`config.mk`:
```
export PLATFORM = sky130hd
export DESIGN_NAME = s2d_back
export DESIGN_NICKNAME = d
export VERILOG_FILES = /design/src/s2d_pkg.sv /design/src/s2d_back.sv
export SDC_FILE = /design/constraint.sdc
export NUM_CORES = 1
export LEC_CHECK = 0
export ABC_AREA = 1
export BUFFER_PORTS_ARGS = -buffer_cell sky130_fd_sc_hd__clkbuf_2
export CORE_MARGIN = 2
export CORE_UTILIZATION = 46
export DETAILED_ROUTE_END_ITERATION = 8
export PLACE_DENSITY = 0.75
export REMOVE_ABC_BUFFERS = 1
export SYNTH_ARGS = -nofsm -noshare
export SYNTH_HDL_FRONTEND = slang
export SYNTH_SLANG_ARGS = --single-unit
```
`constraint.sdc`:
```
create_clock -name clk -period 1.96 [get_ports clk]
set_clock_uncertainty 0.05 [all_clocks]
set_input_delay 0.196 -clock clk [delete_from_list [all_inputs] [get_ports clk]]
set_output_delay 0.196 -clock clk [all_outputs]
set_load 0.005 [all_outputs]
```
`src/s2d_pkg.sv`:
```
// Shared types and constants for the signed integer to decimal text converter.
package s2d_pkg;

	localparam int ValueWidth = 32;
	localparam int NumDigits  = 10;
	localparam int DigitWidth = 4;
	localparam int CountWidth = $clog2(NumDigits + 1);
	localparam int IndexWidth = $clog2(NumDigits);
	localparam int CharWidth  = 8;
	localparam int FifoDepth  = 2;
	localparam int PtrWidth   = $clog2(FifoDepth);
	localparam int OccWidth   = $clog2(FifoDepth + 1);

	// Reciprocal of ten: floor(x / 10) == (x * Recip) >> RecipShift for any 32-bit x
	localparam logic [ValueWidth-1:0] Recip = 32'hCCCC_CCCD;
	localparam int RecipShift = 35;

	localparam logic [CharWidth-1:0] AsciiZero  = 8'h30;
	localparam logic [CharWidth-1:0] AsciiMinus = 8'h2D;

	// One converted number, digits least significant first
	typedef struct packed {
		logic                                  neg;
		logic [CountWidth-1:0]                 ndig;
		logic [NumDigits-1:0][DigitWidth-1:0]  digits;
	} s2d_rec_t;

	typedef enum logic [1:0] {
		FrIdle,
		FrConv,
		FrHold
	} s2d_front_state_t;

endpackage

```
`src/s2d_back.sv`:
```
// Back end: emits the sign and digits of one number, most significant first.
module s2d_back import s2d_pkg::*; (
	input  logic                 clk,
	input  logic                 arst_n,
	input  logic                 valid,
	input  s2d_rec_t             rec,
	output logic                 pop,
	output logic                 strobe,
	output logic [CharWidth-1:0] character,
	output logic                 last
);

	logic                                 active_q;
	logic                                 sign_q;
	logic [IndexWidth-1:0]                idx_q;
	logic [NumDigits-1:0][DigitWidth-1:0] digits_q;

	logic final_char;

	assign final_char = active_q && !sign_q && (idx_q == '0);
	assign pop        = valid && (!active_q || final_char);

	// Drive the character from the current position
	assign strobe    = active_q;
	assign last      = final_char;
	assign character = sign_q ? AsciiMinus
		: AsciiZero + CharWidth'(digits_q[idx_q]);

	// Track activity and the pending sign
	always_ff @(posedge clk or negedge arst_n) begin
		if (!arst_n) begin
			active_q <= 1'b0;
			sign_q   <= 1'b0;
		end else if (pop) begin
			active_q <= 1'b1;
			sign_q   <= rec.neg;
		end else if (active_q) begin
			if (sign_q) begin
				sign_q <= 1'b0;
			end else if (idx_q == '0) begin
				active_q <= 1'b0;
			end
		end
	end

	// Load a new number, then step down through its digits
	always_ff @(posedge clk) begin
		if (pop) begin
			idx_q    <= IndexWidth'(rec.ndig - CountWidth'(1));
			digits_q <= rec.digits;
		end else if (active_q && !sign_q && (idx_q != '0)) begin
			idx_q <= idx_q - IndexWidth'(1);
		end
	end

endmodule

```
==> results of run 1 <==
==> registers in the layout (all words and copies together), names as in the netlist <==
| register | cells |
|---|---|
| sign_q | 1 |
| idx_q | 4 |
| strobe | 1 |
| digits_q | 40 |
==> critical path: cells and delay by family, from the launching register on <==
family / cells / cell delay, ns
AOI/OAI and AO/OA: 2 / 0.26
and+or+nand+nor: 4 / 0.35
buffers and inverters: 2 / 0.31
DFF: 1 / 0.49
==> repair_timing <==
| action | CTS | global route |
|---|---|---|
| setup endpoints to repair | 2 | 5 |
| pin swaps | 0 | 1 |
| cloned | 0 | 0 |
| endpoints found under the hold margin | 2 | 0 |
| gates resized for setup | 3 | 4 |
| setup buffers | 1 | 8 |
| hold buffers | 1 | 0 |
==> worst max-delay path by stage <==
stage | start | endpoint | slack (ns) | cells past startpoint
finish | idx_q[0] | character[1] | 0.02 | 8
detailed placement | idx_q[1] | idx_q[1] | 0.25 | 8
floorplan | idx_q[0] | digits_q[0] | -0.43 | 5
global placement | idx_q[1] | idx_q[2] | 0.30 | 8
global route | idx_q[0] | character[0] | -0.08 | 8
CTS | idx_q[0] | pop | -0.001 | 7
==> kinds of logic after synthesis <==
family          count (synthesis)  share of synthesized area [%]
compound gates                 28                          8.501
xor+xnor                        1                         0.4409
fa+ha+maj                       1                         0.6296
buf+inv                        18                          4.597
flops                          46                          69.02
mux                             2                          1.008
other cells                     2                         0.3780
simple gates                   64                          15.43
==> power groups by stage <==
stage | logic [mW] | registers (mW) | clock network, mW
2_1_floorplan | 0.769 | 1.52 | 0
3_3_place_gp | 1.28 | 1.48 | 0
3_5_place_dp | 1.32 | 1.49 | 0
4_1_cts | 1.37 | 1.47 | 0.693
5_1_grt | 1.62 | 1.49 | 0.733
6_report | 1.46 | 1.47 | 0.684
==> placed cells by master, fill, tap and decap left out, drive strengths merged <==
| cell type | n |
|---|---|
| o31ai | 1 |
| nand3 | 11 |
| xnor2 | 1 |
| o211ai | 9 |
| o21ai | 16 |
| ha | 1 |
| dlygate4sd3 | 1 |
| inv | 10 |
| conb | 3 |
| dfrtp | 2 |
| nand3b | 2 |
| bufinv | 1 |
| o221ai | 1 |
| a21oi | 1 |
| clkbuf | 61 |
| nand2 | 22 |
| clkinv | 1 |
| edfxtp | 44 |
| nor2 | 27 |
| clkinvlp | 1 |
| mux2i | 2 |
| or2 | 1 |
| nand4 | 1 |
| buf | 15 |
==> layout make-up <==
type / instances / area share, %
flip-flops and latches: 46 / 53.70
inverters: 11 / 1.911
clock inverters: 2 / 1.470
well taps: 50 / 2.450
clock buffers: 6 / 2.842
repair buffers: 71 / 16.71
multi-input cells: 99 / 20.92
==> layer usage <==
| layer | track usage (%) | wire length [um] | share of wire [%] | vias up |
|---|---|---|---|---|
| met2 | 28.95 | 2109 | 52 | 55 |
| li1 | - | - | - | 713 |
| met3 | 3.488 | 258 | 6.4 | 4 |
| met1 | 22.44 | 1647 | 41 | 658 |
| met5 | 0 | 0 | 0 | - |
| met4 | 7.692 | 34 | 0.84 | 0 |
==> per-stage QoR <==
| stage | hold WS (ns) | cell area [um^2] | TNS (ns) |
|---|---|---|---|
| after floorplan | -0.1496 | 1941 | -17.63 |
| after global placement | -0.06588 | 2349 | 0 |
| after detailed placement | -0.06441 | 2349 | 0 |
| after CTS | 0.01873 | 2485 | -0.001471 |
| after global routing | 0.01150 | 2554 | -0.2320 |
| final | 0.02354 | 2554 | 0 |
==> flow_summary.ini, run 1 <==
[timing]
clock.fmax_ghz = 0.5142
period_share_pct = 99.22
post-route-min-period_ns = 1.945
drv_slew = 0
setup_viol = 0
rsz0062_at_grt = true
fin_ws_ns = 0.01530
hold_viol = 0

[synth]
synth_area_per_cell_um2 = 12.26
synth_top_area_cell = edfxtp_1
synth_top_area_share_pct = 66.50
syn_inst = 162
ys_ff_latch = 46
synth_commonest_cells = 44 x edfxtp_1, 26 x nor2_1, 15 x nand2_1
synthArstFlopShare_pct = 4.348
synth-warning-count = 0
synth_most_common_cell = edfxtp_1
synth_edf_count = 44
synth_area_leaders = edfxtp_1 66%, nor2_1 4.9%, o211ai_1 3.4%, nand2_1 2.8%, o21ai_0 2.8%
ys_types = 26
syn_area_um2 = 1987
synth_ff_type = edfxtp_1
synth_seq_area_share_pct = 69.02

[cts]
ctsHtreeMaxLevel = 2
clk_pin_slew_ns = 0.08
cts_tree = yes
cts.sinks = 46
cts_root_buf = clkbuf_8
clk_path_buf_depth = 2
numCtsBuffers = 5
insertion_delay_ns = 0.29

[floorplan]
rows = 23
die_w_um = 69.72
die_y_um = 69.72
fp.dieArea_um2 = 4861
initial_core_util_pct = 48.62
io_pins = 59
core_area_um2 = 4086

[layout]
post-route-util_pct = 62.49
nets = 283
fillers = 321
seq_area_um2 = 1371
multi_input_area_um2 = 534.3
drive_gt1_share_pct = 39.57
antenna_cells = 0
syn_to_final_growth_pct = 28.53
fin_cells = 285

[setup_path]
timing.rr.end = idx_q[2]
rr_startpoint = idx_q[0]
crit_slowest_cell = edfxtp_1
crit_required_ns = 1.71
slowest_delay_ns = 0.49
r2r_cells = 8
crit_type = reg2out
crit_fanout = 19
startpoint_type = flop
crit_chain = clkinv_4 > nor2_1 > nor2_1 > o21ai_0 > nand3_1 > nand3_1 > a21oi_2 > clkbuf_2
rrSetupSlack_ns = 0.21
cp.arrival_ns = 1.70
worstSetupEndpointType = output pin

[pwr]
leakage_nw = 1.078
internal_power_mw = 2.352
pwr-share-comb_pct = 40.4
pwr-share-clk_pct = 18.9
p_sw_mw = 1.260
p_per_area_nw_per_um2 = 1414
irDropWorstVdd_v = 0.0007361
p_sw_share_pct = 34.88
p_total_mw = 3.612
power_frac_seq_pct = 40.7

[route]
first_pass_iters = 4
wl_per_cell_um = 14.21
ant_nets = 0
vias = 1430
via_per_inst = 5.018
wl_um = 4049
drtIter0Drc = 93
drc = 0

[hold_path]
worstHoldPathType = in2reg
holdPathEnd = digits_q[9]
hold_depth = 1
hold_start = rec[9]

[global_route]
grt_pass1_vias = 1348
antenna_found_initial = 0
grt_pass1_wl_um = 6492
grt_remaining_overflow = 0
grt_max_degree = 25
grt_usage_pct = 17.49

[placement]
gp_congestion = 0.9349
placed_cells = 267
io_buffers = 55
dp_slack_ns = 0.2496
dp_hpwl_um = 2988

[outcome]
status = finished, final reports clean

[run]
cap_violations = 0
Power figures use the tool's default switching activity.
==> run 2: changes to the inputs <==
==> constraint.sdc (replaced) <==
create_clock -name clk -period 1.96 [get_ports clk]
set_clock_uncertainty 0.05 [all_clocks]
set_input_delay 0.098 -clock clk [delete_from_list [all_inputs] [get_ports clk]]
set_output_delay 0.098 -clock clk [all_outputs]
set_load 0.005 [all_outputs]
==> run 2 against run 1 <==
Effect of this change:
- the flow now finishes with violations (setup timing)
- clock power decreased by 1%
- combinational power about the same
- maximum frequency decreased by 1.4%
- sequential share of layout area decreased by 6.4 points
- first-iteration DRC count decreased by 25%
- register-to-register slack got worse by 0.03 ns
- sequential power about the same
- final area increased by 14%
- utilization increased by 8.5 points
- critical endpoint is now character[2]
==> flow_summary.ini, run 2 (synthesis results as in run 1) <==
[timing]
post-route-min-period_ns = 1.971
setup_viol = 1
tns_ns = -0.01148
period_share_pct = 100.6
rsz0062_at_grt = true
fin_ws_ns = -0.01148
drv_slew = 0
clock.fmax_ghz = 0.5072
hold_viol = 0

[setup_path]
rrSetupSlack_ns = 0.18
cp.arrival_ns = 1.82
path_delay_family = flip-flops
slowest_delay_ns = 0.50
worstSetupEndpointType = output pin
setup.worst_path.end = character[2]
rr_startpoint = idx_q[0]
crit_required_ns = 1.81
r2r_cells = 8
worstSetupStartpoint = idx_q[0]
crit_fanout = 14
timing.rr.end = idx_q[2]
startpoint_type = flop
cp_num_cells = 9
crit_slowest_cell = edfxtp_1
crit_type = reg2out
cp_num_buf_inv = 3
crit_chain = buf_8 > buf_4 > nor2_1 > nor2_1 > o21ai_0 > o211ai_1 > nand3_1 > o211ai_1 > clkbuf_2

[floorplan]
rows = 23
core_area_um2 = 4086
initial_core_util_pct = 48.62
die_y_um = 69.72
fp.dieArea_um2 = 4861
io_pins = 59
die_w_um = 69.72

[hold_path]
worstHoldPathType = in2reg

[pwr]
power_frac_seq_pct = 40.3
irDropWorstVdd_v = 0.0007777
pwr-share-comb_pct = 41.0
p_total_mw = 3.608
p_sw_mw = 1.261
pwr-share-clk_pct = 18.7
p_sw_share_pct = 34.95
internal_power_mw = 2.347
p_per_area_nw_per_um2 = 1244
leakage_nw = 1.222

[layout]
syn_to_final_growth_pct = 46.03
drive_gt1_share_pct = 31.60
largest_registers = digits_q: 40 flops, idx_q: 4 flops
fin_cells = 319
nets = 317
regMostFlops = digits_q
design_area_um2 = 2902
most-common-layout-cells = 54 x clkbuf_2, 44 x edfxtp_1, 42 x dlygate4sd3_1
antenna_cells = 0
largest_reg_flops = 40
final_common_cell = clkbuf_2

[cts]
cts.sinks = 46
ctsHtreeMaxLevel = 2
cts_tree = yes
numCtsBuffers = 5
cts_root_buf = clkbuf_8
insertion_delay_ns = 0.29
clk_path_buf_depth = 2
clk_pin_slew_ns = 0.08

[route]
ant_nets = 0
first_pass_iters = 4
drtIter0Drc = 70
via_per_inst = 4.994
wl_per_cell_um = 14.60
drc = 0
wl_um = 4658
vias = 1593

[placement]
placed_cells = 266
dpl_cell_area_um2 = 2328
dp_hpwl_um = 2675
gp_congestion = 0.7956
dp_slack_ns = 0.2442
io_buffers = 55

[global_route]
grt_pass1_wl_um = 7389
grt_usage_pct = 19.84
grt_max_degree = 25
grt_pass1_vias = 1560
grt_remaining_overflow = 0
antenna_found_initial = 0

[outcome]
status = finished with violations
violations = setup timing

[run]
cap_violations = 0
-- run 2: changes by cell type in the layout (fill, tap and decap cells not counted), moves of 2 or more --
cell           delta
dlygate4sd3_1    +41
buf_8             +2
buf_4             -7
clkinv_2          +2
-- run 2: per-layer routing --
metal / wire length [um] / part of all wire, % / track usage, %
met5: 0 / 0 / 0
met4: 25 / 0.54 / 4.915
met3: 296 / 6.4 / 4.942
met2: 2534 / 54 / 37.39
met1: 1802 / 39 / 22.34
-- run 2: timing repair --
| action | CTS | global route |
|---|---|---|
| hold buffers | 42 | 0 |
| setup endpoints to repair | 2 | 3 |
| setup buffers | 1 | 2 |
| pin swaps | 0 | 2 |
| endpoints found under the hold margin | 43 | 0 |
| resized for setup | 3 | 5 |
-- run 2: area by class of cell --
type,instances,area [um^2]
Sequential cell,46,1371
Fill cell,291,1185
Timing Repair Buffer,105,783.3
Multi-Input combinational cell,99,531.8
Clock buffer,5,68.82
Tap cell,50,62.56
Inverter,11,43.79
Clock inverter,3,40.04
-- run 2: power groups by stage --
stage	logic [mW]	clock network (mW)	registers [mW]
after floorplan	0.769	0	1.52
after global placement	1.29	0	1.46
after detailed placement	1.30	0	1.47
after CTS	1.41	0.687	1.45
after global routing	1.63	0.718	1.48
final	1.48	0.675	1.45
-- run 2: worst reg2reg max path: cells and delay by family (launching register included) --
kind | cells | cell delay (ns)
adders and majority gates | 1 | 0.20
xor gates and xnor gates | 1 | 0.12
DFF | 1 | 0.50
and+or+nand+nor | 6 | 0.67
-- run 2: metrics by stage --
stage                     hold slack (ns)  util [%]
after CTS                         0.04033     70.36
final                             0.04805     71.00
after global routing              0.06084     71.00
after detailed placement          -0.1645     56.98
after floorplan                   -0.2476         -
after global placement            -0.1630     56.98
-- run 2: worst min path at each step --
stage	startpoint	endpoint	slack [ns]	depth (start not counted)
after detailed placement	arst_n	sign_q	-0.16	1
after CTS	valid	sign_q	0.04	2
after global routing	arst_n	strobe	0.06	2
after floorplan	arst_n	sign_q	-0.25	0
final	valid	sign_q	0.05	2
after global placement	arst_n	sign_q	-0.16	1
==> run 3: changes to the inputs <==
Settings changed: SETUP_SLACK_MARGIN from default to 0.1.
==> run 3 against run 2 <==
Effect of this change:
- the run still ends with setup timing left
- first-iteration DRC count is 120% higher
- register-to-register slack worse by 0.06 ns
- worst hold slack worse by 0.0070 ns
- critical endpoint is now character[1]
- largest cell class unchanged
- highest routed layer unchanged
==> flow_summary.ini, run 3 (synthesis results as in run 1) <==
[outcome]
status = finished with violations
violations = setup timing

[hold_path]
hold_start = valid
hold_depth = 2
worstHoldPathType = in2reg
holdPathEnd = sign_q

[floorplan]
die_w_um = 69.72
fp.dieArea_um2 = 4861
io_pins = 59
rows = 23
die_y_um = 69.72
initial_core_util_pct = 48.62
core_area_um2 = 4086

[timing]
post-route-min-period_ns = 2.014
hold_viol = 0
period_share_pct = 102.8
setup_viol = 1
fin_ws_ns = -0.05427
rsz0062_at_grt = true
drv_slew = 0
tns_ns = -0.05427
clock.fmax_ghz = 0.4965

[setup_path]
startpoint_type = flop
slowest_delay_ns = 0.43
worstSetupEndpointType = output pin
crit_required_ns = 1.81
crit_slowest_cell = edfxtp_1
timing.rr.end = idx_q[1]
crit_fanout = 8
crit_type = reg2out
r2r_cells = 9
rrSetupSlack_ns = 0.12
cp.arrival_ns = 1.87
crit_chain = buf_6 > buf_6 > buf_16 > o21ai_0 > nand3_1 > nand3_1 > a21oi_2 > buf_2
rr_startpoint = idx_q[0]

[route]
vias = 1757
drc = 0
wl_um = 5807
wl_per_cell_um = 17.33
drtIter0Drc = 152
via_per_inst = 5.245
first_pass_iters = 5
ant_nets = 0

[layout]
most-common-layout-cells = 54 x clkbuf_2, 44 x edfxtp_1, 42 x dlygate4sd3_1
antenna_cells = 0
nets = 333
fillers = 248
final_common_cell = clkbuf_2
seq_area_um2 = 1371
drive_gt1_share_pct = 37.89
largest_registers = digits_q: 40 flops, idx_q: 4 flops
design_area_um2 = 3104
largest_reg_flops = 40
regMostFlops = digits_q
syn_to_final_growth_pct = 56.23
multi_input_area_um2 = 561.8

[global_route]
grt_max_degree = 25
grt_pass1_wl_um = 8107
grt_remaining_overflow = 0
grt_usage_pct = 22.07
grt_pass1_vias = 1634
antenna_found_initial = 0

[cts]
numCtsBuffers = 5
cts_root_buf = clkbuf_8
cts.sinks = 46
clk_path_buf_depth = 2
insertion_delay_ns = 0.29
cts_tree = yes
clk_pin_slew_ns = 0.09
ctsHtreeMaxLevel = 2

[placement]
dpl_cell_area_um2 = 2328
dp_slack_ns = 0.2442
io_buffers = 55
dp_hpwl_um = 2675
gp_congestion = 0.7956

[pwr]
leakage_nw = 1.319
p_per_area_nw_per_um2 = 1342
irDropWorstVdd_v = 0.0008693

[run]
cap_violations = 0
run 3: final cells by class:
| type | count | share of cell area [%] |
|---|---|---|
| repair inverters | 1 | 0.2418 |
| well taps | 50 | 2.015 |
| clock inverters | 3 | 1.290 |
| multi-input cells | 99 | 18.10 |
| inverters | 11 | 1.491 |
| clock buffers | 5 | 2.217 |
| repair buffers | 120 | 30.47 |
| flip-flops and latches | 46 | 44.18 |
run 3: where the power goes:
group	switching [mW]	internal, mW
clock	0.314	0.375
sequential	0.101	1.36
combinational	1.10	0.912
run 3: metal layers:
layer	wire [um]	GRT usage, %	up-vias
met5	0	0	-
met4	103	6.410	0
met3	414	4.942	12
met2	3225	41.24	94
met1	2064	25.12	837
li1	-	-	814
run 3: worst max-delay path by stage:
stage | end | from | slack, ns | cells after the start
global placement | idx_q[2] | idx_q[0] | 0.29 | 8
floorplan | digits_q[0] | idx_q[0] | -0.43 | 5
finish | character[1] | idx_q[0] | -0.05 | 8
CTS | character[1] | idx_q[0] | 0.11 | 9
global route | character[1] | idx_q[0] | -0.09 | 9
detailed placement | idx_q[2] | idx_q[0] | 0.24 | 8
run 3: repair_timing:
item | in CTS | in global routing
buffers inserted | 10 | 6
hold buffers | 42 | 0
hold endpoints to repair | 43 | 0
pin swaps | 1 | 5
endpoints found under the setup margin | 5 | 6
resized for setup | 12 | 10
gates cloned | 2 | 1
run 3: per-stage QoR:
step | utilization, % | std cells | total power, mW | hold slack (ns)
finish | 75.96 | 335 | 4.165 | 0.04109
floorplan | - | 156 | 2.291 | -0.2476
global route | 75.96 | 335 | 4.356 | 0.05719
global placement | 56.98 | 266 | 2.749 | -0.1630
detailed placement | 56.98 | 266 | 2.773 | -0.1645
CTS | 73.48 | 328 | 3.835 | 0.04033
run 3: critical path: cells and delay by family (launching register included):
kind            cells  cell delay (ns)
buf+inv             4             0.56
simple gates        2             0.27
compound gates      2             0.31
flops               1             0.43
