--- src/s2d_pkg.sv ---
// Shared types and constants for the signed integer to decimal text converter.
package s2d_pkg;

	localparam int ValueWidth = 32;
	localparam int NumDigits  = 10;
	localparam int DigitWidth = 4;
	localparam int CountWidth = $clog2(NumDigits + 1);
	localparam int IndexWidth = $clog2(NumDigits);
	localparam int CharWidth  = 8;
	localparam int FifoDepth  = 2;
	localparam int PtrWidth   = $clog2(FifoDepth);
	localparam int OccWidth   = $clog2(FifoDepth + 1);

	// Reciprocal of ten: floor(x / 10) == (x * Recip) >> RecipShift for any 32-bit x
	localparam logic [ValueWidth-1:0] Recip = 32'hCCCC_CCCD;
	localparam int RecipShift = 35;

	localparam logic [CharWidth-1:0] AsciiZero  = 8'h30;
	localparam logic [CharWidth-1:0] AsciiMinus = 8'h2D;

	// One converted number, digits least significant first
	typedef struct packed {
		logic                                  neg;
		logic [CountWidth-1:0]                 ndig;
		logic [NumDigits-1:0][DigitWidth-1:0]  digits;
	} s2d_rec_t;

	typedef enum logic [1:0] {
		FrIdle,
		FrConv,
		FrHold
	} s2d_front_state_t;

endpackage

--- src/s2d_fifo.sv ---
// Short queue of converted numbers between the front and back ends.
module s2d_fifo import s2d_pkg::*; (
	input  logic     clk,
	input  logic     arst_n,
	input  logic     push,
	input  s2d_rec_t wdata,
	input  logic     pop,
	output logic     full,
	output logic     valid,
	output s2d_rec_t rdata
);

	s2d_rec_t              mem_q [FifoDepth];
	logic [PtrWidth-1:0]   wr_ptr_q;
	logic [PtrWidth-1:0]   rd_ptr_q;
	logic [OccWidth-1:0]   occ_q;

	assign full  = (occ_q == OccWidth'(FifoDepth));
	assign valid = (occ_q != '0);
	assign rdata = mem_q[rd_ptr_q];

	// Advance pointers and occupancy
	always_ff @(posedge clk or negedge arst_n) begin
		if (!arst_n) begin
			wr_ptr_q <= '0;
			rd_ptr_q <= '0;
			occ_q    <= '0;
		end else begin
			if (push) begin
				wr_ptr_q <= (wr_ptr_q == PtrWidth'(FifoDepth - 1)) ? '0
					: wr_ptr_q + PtrWidth'(1);
			end
			if (pop) begin
				rd_ptr_q <= (rd_ptr_q == PtrWidth'(FifoDepth - 1)) ? '0
					: rd_ptr_q + PtrWidth'(1);
			end
			case ({push, pop})
				2'b10:   occ_q <= occ_q + OccWidth'(1);
				2'b01:   occ_q <= occ_q - OccWidth'(1);
				default: occ_q <= occ_q;
			endcase
		end
	end

	// Store the incoming transaction
	always_ff @(posedge clk) begin
		if (push) begin
			mem_q[wr_ptr_q] <= wdata;
		end
	end

endmodule

--- config.mk ---
export PLATFORM = sky130hd
export DESIGN_NAME = s2d_fifo
export DESIGN_NICKNAME = d
export VERILOG_FILES = /design/src/s2d_pkg.sv /design/src/s2d_fifo.sv
export SDC_FILE = /design/constraint.sdc
export NUM_CORES = 1
export LEC_CHECK = 0
export BUFFER_PORTS_ARGS = -buffer_cell sky130_fd_sc_hd__buf_2
export CAP_MARGIN = 20
export CORE_AREA = 2 2 84 86
export DETAILED_ROUTE_END_ITERATION = 6
export DIE_AREA = 0 0 86 88
export PLACE_DENSITY = 0.82
export REMOVE_ABC_BUFFERS = 1
export SLEW_MARGIN = 20
export SYNTH_ARGS = -nofsm -noshare
export SYNTH_HDL_FRONTEND = slang
export SYNTH_SLANG_ARGS = --single-unit
export TNS_END_PERCENT = 10
--- constraint.sdc ---
create_clock -name clk -period 8.22 [get_ports clk]
set_input_delay 0.411 -clock clk [delete_from_list [all_inputs] [get_ports clk]]
set_output_delay 0.411 -clock clk [all_outputs]
set_load 0.03 [all_outputs]
==> results of run 1 <==
final timing paths:
kind,start,end,slack (ns),cells past startpoint
worst max-delay path,rd_ptr_q$_DFFE_PN0P_,rdata[32],5.88,3
worst max register to register,wr_ptr_q$_DFFE_PN0P_,mem_q[0][3]$_DFFE_PP_,6.54,2
min in group asynchronous,arst_n,wr_ptr_q$_DFFE_PN0P_,0.40,2
worst min-delay path,wdata[26],mem_q[1][26]$_DFFE_PP_,0.25,1
max in group asynchronous,arst_n,rd_ptr_q$_DFFE_PN0P_,7.68,2
worst min register to register,occ_q[1]$_DFFE_PN0P_,occ_q[1]$_DFFE_PN0P_,0.49,1
sequential cells by signal (all words and copies together) (netlist names):
| register | cells |
|---|---|
| wr_ptr_q | 1 |
| rd_ptr_q | 1 |
| mem_q | 90 |
| occ_q | 2 |
metrics by stage:
stage | cell area (sq um) | utilization [%] | hold WS, ns | instances
after floorplan | 3540 | - | 0.115 | 151
after global placement | 4140 | 62.4 | 0.221 | 328
after detailed placement | 4140 | 62.4 | 0.224 | 328
after CTS | 4340 | 65.3 | 0.232 | 344
after global routing | 4340 | 65.3 | 0.233 | 344
final | 4340 | 65.3 | 0.253 | 344
kinds of logic (layout without fill, tap and decap cells):
| family | Yosys count | in the layout |
|---|---|---|
| DFF | 94 | 94 |
| adders and majority gates | 1 | 1 |
| xor gates and xnor gates | 5 | 5 |
| muxes | 45 | 45 |
| buffers and inverters | 6 | 114 |
| and+or+nand+nor | 5 | 5 |
critical path, cell delays in order (launching register included):
cell	delay (ns)
dfrtp_2	0.34
buf_4	0.62
mux2_2	0.41
buf_2	0.18
where the power goes:
part | internal (W) | switching (W) | leakage, nW
logic | 0.000244 | 0.000379 | 0.776
clock network | 0.000139 | 0.000150 | 0.0992
registers | 0.000637 | 0.0000295 | 0.890
metal layers:
| metal | track usage [%] | up-vias | part of all wire (%) |
|---|---|---|---|
| li1 | - | 813 | - |
| met1 | 18.0 | 844 | 40 |
| met2 | 26.4 | 56 | 53 |
| met3 | 4.24 | 6 | 6.6 |
| met4 | 7.36 | 0 | 1.0 |
| met5 | 0 | - | 0 |
placed cells by master, fill, tap and decap left out, drive strengths merged:
master,count
and2,1
buf,97
bufinv,1
clkbuf,9
clkinv,4
dfrtp,4
dlygate4sd3,1
edfxtp,90
ha,1
inv,2
mux2,45
nor2,2
nor2b,1
or2,1
xnor2,2
xor2,3
layout make-up:
type	instances	share of cell area (%)
sequential	94	64.6
multi-input combinational	56	17.2
timing repair buffer	98	11.5
clock buffer	9	2.85
tap	80	2.31
clock inverter	6	1.44
inverter	1	0.0865
==> impl_results.md, run 1 <==
* Setup slack after layout at 5.88 ns
* Post-Syn Area per Cell at 23.3 sq um
* Fin. max-slew vios at 0
* Critical Path RT at 7.81 ns
* Main combinational cell family by area after synthesis: multiplexers
* Synth Area in Compound Gates at 0%
* Peak supply drop at approximately 0.3 mV
* Post-Synth Adder-Cell Area at 0.344%
* Top-area cell type share of the netlist area at between 70% and 80%
* Area occupied by multi-input gates at about 750 sq um
* Final WL at approximately 5800 um
* PD cells at 364 nW/um^2
* Starting density of the core at between 50 and 60%
* Post-CTS Setup Bufs at 0
* Distinct cells, synth at 14
* Number of I/O port buffers at 95
* Synth cell count leaders: 90 x edfxtp_1, 39 x mux2_4, 6 x mux2_2
* Worst Setup Start Kind: register
* Synth Flop Type: edfxtp_1
* H-tree levels at 3
* Number of global-route vias before repair at ~1800
* WL/cell at ~17 um
* Post-Synth XOR/XNOR Area at 1.21%
* DP Wirelength at just under 4000 um
* Syn. warnings at 0
* Post-synthesis sequential area ratio at roughly 77%
* Final Hold Fails at 0
* Area growth, synth to finish at 19.5%
* Clk_skew at 0.00612 ns
* Leak at 1.77 nW
* First DRT Iteration DRCs at 75
* Multiplexer share of the synthesized area at ~18%
* Hold WC Path Type: primary input to register
* Period utilisation layout at between 20 and 30%
* Total CTS buffers at 9
* Slew headroom at between 40% and 50%
* Worst-path clk slew at ~0.090 ns
* CTS tree: built
* Area leader, netlist: edfxtp_1
* Root Buffer: clkbuf_8
* Vias/cell at ~5.0
* Largest net degree at the start of global routing at 47
* Top-count cell post-synth: edfxtp_1
* Via count at roughly 1700
* Worst slew pin tran at about 0.8 ns
* PnR Total Power at 0.00158 W
* DRC at 0
* Resized Gates After CTS at 0
* N_diodes at 0
* Die Area at approximately 7600 sq um
* Routability cong. at ~0.7
* Simple-gate share of the synthesized area at less than 1%
* Synthesized flop and latch total at 94
* Worst Setup End Kind: output pin
* CP max FO at 46
* Synth async-reset ratio at under 10%
* Layout cells sized above 1 at between 60% and 70%
* Crit Path Category: register to output pin
* I/O pins at 96
* Register area at around 2800 sq um
* Initial antenna violation count at 0
* Global-route wire length before repair at 8480 um
* DRT antenna net count at 0
* FP Rows at 30
* Total negative slack at 0 ns
* Post-Syn Area at about 3600 sq um
* Sink Count at 94
* Die outline height at roughly 88 um
* Fin nets at 310
* Total global routing overflow at 0
* Die width at between 80 and 90 um
* Fmax at ~430 MHz
* Aggregate global-route resource usage at about 15%
* # hold bufs at CTS at 1
* Final setup fails at 0
* DRT Pass-1 Iters at 4
* Max Cap Violations at 0
* Max Root-Sink Buffers at 2
* Min cycle time layout at ~2.3 ns
* Clk_lat worst skew at 0.34 ns
* CP Data Arrival Time at around 1.9 ns
* Number of synthesized flops with an enable pin at 90
* RSZ-0062 raised after global routing: false
* Fill cell count at 465
* Status: finished clean
* Main area contributors after synthesis: edfxtp_1 74%, mux2_4 16%, dfrtp_1 2.8%
* Core footprint at between 6000 and 7000 sq um
* Syn Inst Count at between 150 and 200
* DP Worst Slack at ~6.2 ns
Power figures use the tool's default switching activity.
==> run 2: changes to the inputs <==
Settings changed: CORE_AREA 2 2 84 86 to 2 2 87 89, DIE_AREA 0 0 86 88 to 0 0 89 91, PLACE_DENSITY 0.82 to 0.77.
Clock period 8.22 ns to 2.4 ns, I/O delays scaled along.
==> run 2 against run 1 <==
Sequential share of layout area down 6.9 points. Cell count up 20%. Combinational power rose to 3.5 times the previous value. Die area up 7.0%. Utilization up 2.7 points. Critical path type unchanged. Non-clock buffer count up 48. Hold slack worse by 0.15 ns. Largest power group unchanged. Worst setup slack worse by 5.5 ns. Via count up 10%.
==> impl_results.md, run 2 (same netlist as run 1, synthesis figures left out) <==
* Status: finished clean
* DP Wirelength at 3980 um
* Post-CTS Setup Bufs at 0
* Final Hold Fails at 0
* Initial antenna violation count at 0
* Max Root-Sink Buffers at 2
* Core footprint at 7140 sq um
* Reg power frac at approximately 43%
* Max FFs per register at 90
* I/O pins at between 90 and 100
* Starting density of the core at roughly half
* Total CTS buffers at 9
* Hold WC Path Type: primary input to async pin
* Die width at 89 um
* RR Endpoint: mem_q[1][31]$_DFFE_PP_
* Worst r2r src: wr_ptr_q$_DFFE_PN0P_
* Dpl cell area at between 4000 and 5000 sq um
* WP buf/inv at 2
* Final instance count without filler cells at between 400 and 500
* PnR Total Power at approximately 0.0054 W
* Crit Path Category: register to output pin
* Routability cong. at between 0.7 and 0.8
* DRT antenna net count at 0
* Min cycle time layout at just over 2 ns
* Aggregate global-route resource usage at 16.4%
* Worst-path clk slew at ~0.080 ns
* Total negative slack at 0 ns
* DP Cell Count at around 350
* Total global routing overflow at 0
* Largest registers: mem_q x90, occ_q x2
* Peak supply drop at just over 0.8 mV
* Critical Path RT at 2.28 ns
* Root Buffer: clkbuf_8
* R2R Setup Slk at 0.95 ns
* Period utilisation layout at a little over four fifths
* Internal cell power at about 0.0035 W
* Psw at about 0.0020 W
* Slew headroom at between 60 and 70%
* Clk_skew at roughly 0.008 ns
* Die Area at 8100 sq um
* Cells along the critical path: buf_12, mux2_2, buf_2
* First DRT Iteration DRCs at about 120
* PD cells at 1120 nW/um^2
* Sink Count at 94
* Area growth, synth to finish at 33.7%
* RSZ-0062 raised after global routing: false
* Delay-heaviest family, CP: flip-flops
* DRC at 0
* Vias/cell at about 4.6
* WL/cell at ~16 um
* Number of global-route vias before repair at 1965
* Fin. max-slew vios at 0
* Post-route cell area at approximately 5000 sq um
* Via count at roughly 1900
* Leak at 1.97 nW
* Clk network pwr share at between 10% and 20%
* Cell depth of the worst flop-to-flop path at 2
* Commonest non-fill, non-tap cells in the layout: 95 x buf_2, 90 x edfxtp_1, 48 x dlygate4sd3_1
* Max Cap Violations at 0
* Worst Setup End Kind: output pin
* Clk_lat worst skew at between 0.3 and 0.4 ns
* Fin nets at about 360
* Utilization after layout at about two thirds
* Commonest non-fill, non-tap cell in the layout: buf_2
* DRT Pass-1 Iters at 4
* Crit path largest cell delay at roughly 0.65 ns
* Layout cells sized above 1 at 52.1%
* Worst Setup Start Kind: register
* Final setup fails at 0
* Final WL at ~6400 um
* Combinational Power Share at between 40% and 50%
* Largest Register: mem_q
* CP Data Arrival Time at 1.90 ns
* Largest net degree at the start of global routing at 35
* FP Rows at 31
* Number of I/O port buffers at 95
* Switching Fraction at 36.0%
* CP max FO at 34
* Slowest CP cell: dfrtp_2
* Worst slew pin tran at roughly 0.46 ns
* H-tree levels at 3
* Global-route wire length before repair at 9750 um
* N_diodes at 0
* Fmax at 495 MHz
* CTS tree: built
* Die outline height at slightly above 90 um
-- run 2: cell count changes in the layout (fill, tap and decap cells not counted), moves of 2 or more --
| cell | before | now |
|---|---|---|
| buf_12 | 0 | 3 |
| clkinv_2 | 3 | 5 |
| dlygate4sd3_1 | 1 | 48 |
| buf_4 | 2 | 0 |
-- run 2: final cells by class --
type	count	area [sq um]
clock buffers	9	124
clock inverters	7	41.3
fillers	489	2280
inverters	1	3.75
multi-input cells	56	744
flip-flops and latches	94	2800
well taps	99	124
repair buffers	146	1020
-- run 2: power groups by stage --
stage / Sequential, W / Clock (W) / Combinational, W
4_1_cts: 0.00234 / 0.000913 / 0.00222
6_report: 0.00234 / 0.000893 / 0.00219
5_1_grt: 0.00237 / 0.000972 / 0.00232
3_5_place_dp: 0.00238 / 0 / 0.00215
2_1_floorplan: 0.00245 / 0 / 0.00154
3_3_place_gp: 0.00236 / 0 / 0.00214
-- run 2: worst max path at each step --
stage	start	to	slack, ns	cells past startpoint
2_1_floorplan	wr_ptr_q$_DFFE_PN0P_	mem_q[0][0]$_DFFE_PP_	-0.34	1
3_3_place_gp	rd_ptr_q$_DFFE_PN0P_	rdata[29]	0.79	3
3_5_place_dp	rd_ptr_q$_DFFE_PN0P_	rdata[29]	0.77	3
4_1_cts	rd_ptr_q$_DFFE_PN0P_	rdata[29]	0.37	3
5_1_grt	rd_ptr_q$_DFFE_PN0P_	rdata[29]	0.31	3
6_report	rd_ptr_q$_DFFE_PN0P_	rdata[29]	0.38	3
-- run 2: timing repair --
item / in CTS / in global routing
endpoints found under the hold margin: 96 / 0
setup endpoints to repair: 0 / 0
gates resized for setup: 0 / 0
hold buffers: 48 / 0
-- run 2: metrics by stage --
| stage | worst slack (ns) | hold WS, ns |
|---|---|---|
| finish | 0.382 | 0.101 |
| CTS | 0.372 | 0.0797 |
| floorplan | -0.345 | -0.176 |
| global route | 0.306 | 0.0991 |
| detailed placement | 0.768 | -0.0670 |
| global placement | 0.789 | -0.0694 |
-- run 2: routing by layer --
metal | vias up | track usage [%] | wire length (um)
met5 | - | 0 | 0
met4 | 0 | 6.72 | 81
met3 | 7 | 3.36 | 330
met2 | 64 | 28.8 | 3400
met1 | 920 | 19.1 | 2610
li1 | 907 | - | -
==> run 3: changes to the inputs <==
Settings changed: ABC_AREA set to 1, CORE_AREA 2 2 87 89 to 2 2 86 88, DIE_AREA 0 0 89 91 to 0 0 88 90, PLACE_DENSITY 0.77 to 0.78.
Clock period 2.4 ns to 2 ns, I/O delays scaled along.
==> run 3 against run 2 <==
Count of clock-buffer cells in the layout is 2 higher. Total power is 24% higher. Cell count is 24% higher. Critical endpoint is now rdata[28]. Sequential power is 19% higher. Wire length is 1.3% lower. First-iteration DRC count is 3.2% lower.
==> impl_results.md, run 3 <==
* Switching Fraction at between 30 and 40%
* WL/cell at 12.4 um
* Vias/cell at between 4 and 5
* Crit path largest cell delay at around 0.63 ns
* Multiplexer share of the synthesized area at 0%
* Worst Setup End Kind: output pin
* Top-area cell type share of the netlist area at approximately 75%
* Commonest non-fill, non-tap cells in the layout: 95 x buf_2, 90 x edfxtp_1, 51 x nand2_1
* Worst Setup Start Kind: register
* Final setup fails at 0
* Critical Path RT at between 1.5 and 2 ns
* Combinational Power Share at just under 40%
* Worst r2r src: wr_ptr_q$_DFFE_PN0P_
* DRC at 0
* Number of synthesized flops with an enable pin at 90
* Resized Gates After CTS at 0
* Crit. Startpoint: rd_ptr_q$_DFFE_PN0P_
* Die Area at between 7000 and 8000 sq um
* Syn Inst Count at between 200 and 300
* Synth Flop Type: edfxtp_1
* Post-CTS Setup Bufs at 0
* Post-Synth Adder-Cell Area at less than 1%
* PD cells at approximately 1400 nW/um^2
* WP buf/inv at 2
* CP Data Arrival Time at 1.61 ns
* Synth async-reset ratio at approximately 4.3%
* Clk_lat worst skew at 0.35 ns
* Die outline height at 90 um
* PnR Total Power at roughly 0.0067 W
* N_diodes at 0
* DP Cell Count at roughly 450
* Clk network pwr share at 19.3%
* Core footprint at around 7000 sq um
* Clk_skew at between 0.008 and 0.009 ns
* Global-route wire length before repair at a little over 10000 um
* Delay-heaviest family, CP: flip-flops
* Area growth, synth to finish at 35.1%
* Post-Syn Area per Cell at 13.8 sq um
* DP Wirelength at between 3000 and 4000 um
* Largest Register: mem_q
* Final Hold Fails at 0
* Area leader, netlist: edfxtp_1
* Psw at roughly 0.0026 W
* Largest net degree at the start of global routing at 39
* Fin. max-slew vios at 0
* Status: finished clean
* Largest registers: mem_q x90, occ_q x2
* Synth cell count leaders: 90 x edfxtp_1, 51 x inv_1, 51 x nand2_1
* Crit Path Category: register to output pin
* Routability cong. at 0.699
* RSZ-0062 raised after global routing: false
* Simple-gate share of the synthesized area at between 5 and 6%
* Synth Area in Compound Gates at about 6.3%
* CP max FO at 38
* FP Rows at 31
* # hold bufs at CTS at 48
* Synthesized flop and latch total at 94
* Post-Synth XOR/XNOR Area at 0.734%
* Max Cap Violations at 0
* Total CTS buffers at 9
* Worst slew pin tran at about 0.42 ns
* Root Buffer: clkbuf_8
* Leak at approximately 2.1 nW
* Worst-path clk slew at roughly 0.080 ns
* Die width at 88 um
* Hold WC Path Type: primary input to async pin
* Number of I/O port buffers at 95
* DRT Pass-1 Iters at 4
* Commonest non-fill, non-tap cell in the layout: buf_2
* CTS tree: built
* First DRT Iteration DRCs at 120
* Aggregate global-route resource usage at around 17%
* Syn. warnings at 0
* Main combinational cell family by area after synthesis: buffers and inverters
* Initial antenna violation count at 0
* Final WL at 6340 um
* Top-count cell post-synth: edfxtp_1
* Min cycle time layout at roughly 1.7 ns
* Number of global-route vias before repair at about 2300
* Post-Syn Area at around 3600 sq um
* Sink Count at 94
* H-tree levels at 3
* Fmax at just under 600 MHz
* Slowest CP cell: dfrtp_2
* Main area contributors after synthesis: edfxtp_1 75%, o21ai_1 6.3%, inv_1 5.3%
* Total global routing overflow at 0
* Cells along the critical path: buf_12, nand2_1, o21ai_1, buf_2
* Distinct cells, synth at 12
* Via count at approximately 2300
* Peak supply drop at approximately 0.85 mV
* Max FFs per register at 90
* Slew headroom at between 70% and 80%
* Reg power frac at 41.5%
* Internal cell power at between 0.004 and 0.005 W
* I/O pins at 96
* Post-synthesis sequential area ratio at 78.3%
* Period utilisation layout at 85.7%
* Fin nets at 458
* Starting density of the core at around 51%
* Final instance count without filler cells at between 500 and 600
* Max Root-Sink Buffers at 2
* Layout cells sized above 1 at ~28%
* DRT antenna net count at 0
## run 3: cell count changes after synthesis, moves of 4 or more
| cell | previous run | this run |
|---|---|---|
| mux2_4 | 39 | 0 |
| nand2_1 | 0 | 51 |
| buf_6 | 1 | 10 |
| buf_12 | 4 | 0 |
| inv_1 | 1 | 51 |
| o21ai_1 | 0 | 45 |
| mux2_2 | 6 | 0 |
## run 3: power groups by stage
stage / registers (W) / clock network (W) / logic, W
floorplan: 0.00293 / 0 / 0.00163
global placement: 0.00282 / 0 / 0.00255
detailed placement: 0.00284 / 0 / 0.00258
CTS: 0.00279 / 0.00132 / 0.00266
global route: 0.00283 / 0.00140 / 0.00286
finish: 0.00279 / 0.00129 / 0.00263
## run 3: cell type report
| type | count | area (sq um) |
|---|---|---|
| Clock buffer | 11 | 131 |
| Sequential cell | 94 | 2800 |
| Timing Repair Buffer | 148 | 1030 |
| Multi-Input combinational cell | 104 | 482 |
| Clock inverter | 5 | 73.8 |
| Fill cell | 484 | 2180 |
| Inverter | 51 | 191 |
| Tap cell | 99 | 124 |
## run 3: layer usage
metal / GRT usage, % / part of all wire (%)
met3: 5.51 / 4.9
met5: 0 / 0
met1: 20.8 / 43
met4: 6.41 / 1.6
met2: 27.8 / 51
## run 3: through the flow
stage               utilization (%)  TNS, ns  setup slack, ns  area, sq um  hold WS, ns
floorplan                         -   -47.08           -0.750         3470       -0.196
global placement               59.1        0            0.630         4150      -0.0895
detailed placement             59.1        0            0.602         4150      -0.0885
CTS                            68.9        0            0.270         4840       0.0680
global route                   68.9        0            0.139         4840       0.0793
finish                         68.9        0            0.286         4840       0.0926
## run 3: logic make-up after synthesis
kind of cell,count (synthesis)
flops,94
buf+inv,61
simple gates,55
compound gates,45
xor+xnor,3
fa+ha+maj,1
## run 3: final timing paths
path	cells after the start	slack, ns	to
setup reg to reg	3	0.63	mem_q[1][16]$_DFFE_PP_
min in group clk	2	0.47	mem_q[1][19]$_DFFE_PP_
setup / recovery	4	0.29	rdata[28]
hold / removal	2	0.09	occ_q[1]$_DFFE_PN0P_
hold reg to reg	2	0.50	occ_q[1]$_DFFE_PN0P_
max in group asynchronous	2	1.78	rd_ptr_q$_DFFE_PN0P_
